### src/rtl/accel_follow_and_polar_peak_hold_defines.svh
// assertion macros
`ifndef ACCEL_FOLLOW_AND_POLAR_PEAK_HOLD_DEFINES_SVH
`define ACCEL_FOLLOW_AND_POLAR_PEAK_HOLD_DEFINES_SVH
`ifndef SYNTHESIS
`define AFP_ASSERT_IMPL(label, clk, rst_n, a, c) \
  label: assert property (@(posedge clk) disable iff (!rst_n) (a) |-> (c)) \
    else $error("assertion failed");
`define AFP_ASSERT_NEXT(label, clk, rst_n, a, c) \
  label: assert property (@(posedge clk) disable iff (!rst_n) (a) |=> (c)) \
    else $error("assertion failed");
`else
`define AFP_ASSERT_IMPL(label, clk, rst_n, a, c)
`define AFP_ASSERT_NEXT(label, clk, rst_n, a, c)
`endif
`endif

### src/rtl/afp_ram.sv
module afp_ram #(
  parameter int WIDTH = 8,
  parameter int DEPTH = 32
) (
  input  logic                     clk,
  input  logic                     we,
  input  logic [$clog2(DEPTH)-1:0] waddr,
  input  logic [WIDTH-1:0]         wdata,
  input  logic [$clog2(DEPTH)-1:0] raddr,
  output logic [WIDTH-1:0]         rdata
);
  logic [WIDTH-1:0] mem [DEPTH];

  always_ff @(posedge clk) begin
    if (we) begin
      mem[waddr] <= wdata;
    end
    rdata <= mem[raddr];
  end
endmodule

### config.mk
export PLATFORM = sky130hd
export DESIGN_NAME = afp_ram
export DESIGN_NICKNAME = d
export VERILOG_FILES = /design/src/rtl/accel_follow_and_polar_peak_hold_defines.svh /design/src/rtl/afp_ram.sv
export SDC_FILE = /design/constraint.sdc
export NUM_CORES = 1
export LEC_CHECK = 0
export ABC_AREA = 0
export BUFFER_PORTS_ARGS = -buffer_cell sky130_fd_sc_hd__buf_4
export CORE_MARGIN = 3
export CORE_UTILIZATION = 35
export CTS_BUF_LIST = sky130_fd_sc_hd__clkbuf_16
export CTS_CLUSTER_SIZE = 25
export DETAILED_ROUTE_END_ITERATION = 10
export GPL_TIMING_DRIVEN = 0
export PLACE_DENSITY = 0.5
export SLEW_MARGIN = 5
export SYNTH_ARGS = -nofsm -noshare
export SYNTH_HDL_FRONTEND = slang
export SYNTH_SLANG_ARGS = --single-unit
export TNS_END_PERCENT = 30
### constraint.sdc
create_clock -name clk -period 2.65 [get_ports clk]
set_input_delay 0.265 -clock clk [delete_from_list [all_inputs] [get_ports clk]]
set_output_delay 0.265 -clock clk [all_outputs]
set_load 0.1 [all_outputs]
==> results.cfg <==
[pwr]
p_clk_frac = 0.393
powerDensity_nw_per_um2 = 752
total_power_mw = 8.64
p_seq_frac = 0.539
p_comb_frac = 0.068
swShare = 0.215
irDropWorstVdd_mv = 0.427
p_int_mw = 6.78
leakagePower_nw = 3.54
power_switching_mw = 1.86

[clock_network]
ctsResizeCount = 0
htree_levels = 1
cts_tree = built
clk_latency_ps = 520
root_buffer = clkbuf_16
postCtsHoldBufs = 0
cts_buffers = 27
clk_pin_slew_worst_paths_ps = 60
cts_sinks = 264
clk_path_buf_depth = 3
post_cts_buffers = 0

[floorplanning]
fp-row-count = 61
start_util = 0.359
die_h_um = 175
fp.dieArea_um2 = 30800
core_area_um2 = 28000
die_w_um = 175
io_pins = 28

[detailed_routing]
drtAntennaViolNets = 0
post-route-drc-count = 0
drt_first_pass_iters = 6
vias = 4336
drt_iter0_markers = 393
drt-total-wl_um = 21600
wl_per_cell_um = 24.9
via_per_inst = 5.01

[synthesis]
synth.ff_latch_count = 264
synth_cells = 417
synth_cell_types = 15
ys.flop_type = edfxtp_1
syn_nets = 437
synth_seq_area_share = 0.781
synth_top_area_cell = edfxtp_1
netlist_area_um2 = 10100
async_reset_ff_frac = 0
synthTopCellsByArea = edfxtp_1 76%, mux4_2 18%, dfxtp_1 1.6%
synth-edff-count = 256
syn_avg_cell_area_um2 = 24.1
yosysMostFrequentCell = edfxtp_1
synthTopCellsByCount = 256 x edfxtp_1, 80 x mux4_2, 33 x nor2_1
synth_warnings = 0
synth.top_cell.area_share = 0.765

[layout]
drive_gt1_frac = 0.320
antenna_cells = 0
post-route-util = 0.410
stdcell_area_um2 = 11500
area_delta_synth_final_pct = 14.2
nets = 488

[global_route]
grt_max_degree = 33
track_usage = 0.143
grt_overflow = 0
antenna_found_initial = 1
grt_pass1_vias = 4644
grtUsageMet2 = 0.227
top_usage_layer = met2
grt_pass1_wl_um = 32100
grt.met3_usage = 0.0227
gr-usage-met1 = 0.213

[placement]
place_area_um2 = 10700
port_buffers = 22
dp.final_hpwl_um = 14000
gp_congestion = 0.735

[sta]
fin_crit_ps = 2270
finalCritPeriodShare = 0.857
slew_violations = 0
max-slew-margin-rel = 0.301
grt_setup_unrepaired = false
hold_viol_final = 0
holdWs_ps = 172
fin_skew_ps = 11.8
worst_pin_slew_ps = 1040
setup_viol_count_final = 0
clock.fmax_ghz = 0.440

[worst_setup_path]
arrival_ps = 2680
critPathRequiredTime_ps = 3060
crit_path_end_kind = flop
worstSetupPathType = in2reg
path_max_fanout = 10
worst_setup_path_start_kind = primary input

[job]
maxCapViolCount = 0

[worst_hold_path]
hp-class = in2reg

[outcome]
status = finished, final reports clean
==> worst max-delay path: stages <==
cell	delay, ps
clkbuf_1	480
buf_1	630
mux4_2	480
mux4_2	520
mux2_2	290
==> per-stage QoR <==
| stage | setup WS, ps | TNS [ps] | instances |
|---|---|---|---|
| global placement | -201 | -1480 | 817 |
| global route | 276 | 0 | 866 |
| CTS | 328 | 0 | 866 |
| finish | 379 | 0 | 866 |
| floorplan | 583 | 0 | 417 |
| detailed placement | -220 | -1510 | 817 |
==> area by class of cell <==
type	count	area, µm²
clock buffers	27	676
flip-flops and latches	264	7850
repair buffers	22	165
well taps	378	473
fillers	2444	16500
plain buffers	20	106
multi-input cells	133	2100
clock inverters	22	118
==> cells in the final DEF, fill, tap and decap left out <==
cell         n
mux4_2      80
clkinv_2     7
clkbuf_16   27
buf_1        6
nand3b_1     5
clkinv_1    10
bufinv_16    1
dfxtp_1      8
buf_4       28
or3b_2       3
edfxtp_1   256
or3_1        1
buf_2        1
nor2_1      33
inv_1        4
buf_6        1
clkbuf_1     6
nand2_1      1
nand3_1      2
mux2_2       8
==> worst paths after layout <==
path / start / endpoint / slack [ps] / depth (start not counted)
setup / recovery: raddr[2] / rdata[2]$_DFF_P_ / 380 / 5
hold / removal: wdata[4] / mem[15][4]$_DFFE_PP_ / 170 / 1
hold reg to reg: mem[13][5]$_DFFE_PP_ / rdata[5]$_DFF_P_ / 950 / 3
setup reg to reg: mem[31][0]$_DFFE_PP_ / rdata[0]$_DFF_P_ / 800 / 3
==> metal layers <==
layer  wire length (µm)  part of all wire  up-vias
met3               1280             0.059       27
met4                333             0.015        0
li1                   -                 -     1880
met2              10300              0.48       99
met5                  0                 0        -
met1               9680              0.45     2330
==> registers in the layout (all words and copies together) (netlist names) <==
register,count
mem,256
rdata,8
==> cells by family after synthesis <==
logic type             synth area share
buffers and inverters            0.0106
flip-flops                        0.781
AND/OR/NAND/NOR                  0.0207
multiplexers                      0.188
==> power groups by stage <==
stage | Clock (mW) | Combinational [mW] | Sequential [mW]
final | 3.39 | 0.588 | 4.66
after global routing | 3.64 | 0.625 | 4.66
after CTS | 3.48 | 0.601 | 4.66
after detailed placement | 0 | 0.600 | 4.75
after global placement | 0 | 0.594 | 4.74
after floorplan | 0 | 0.247 | 4.87
(Power assumes the default switching activity.)
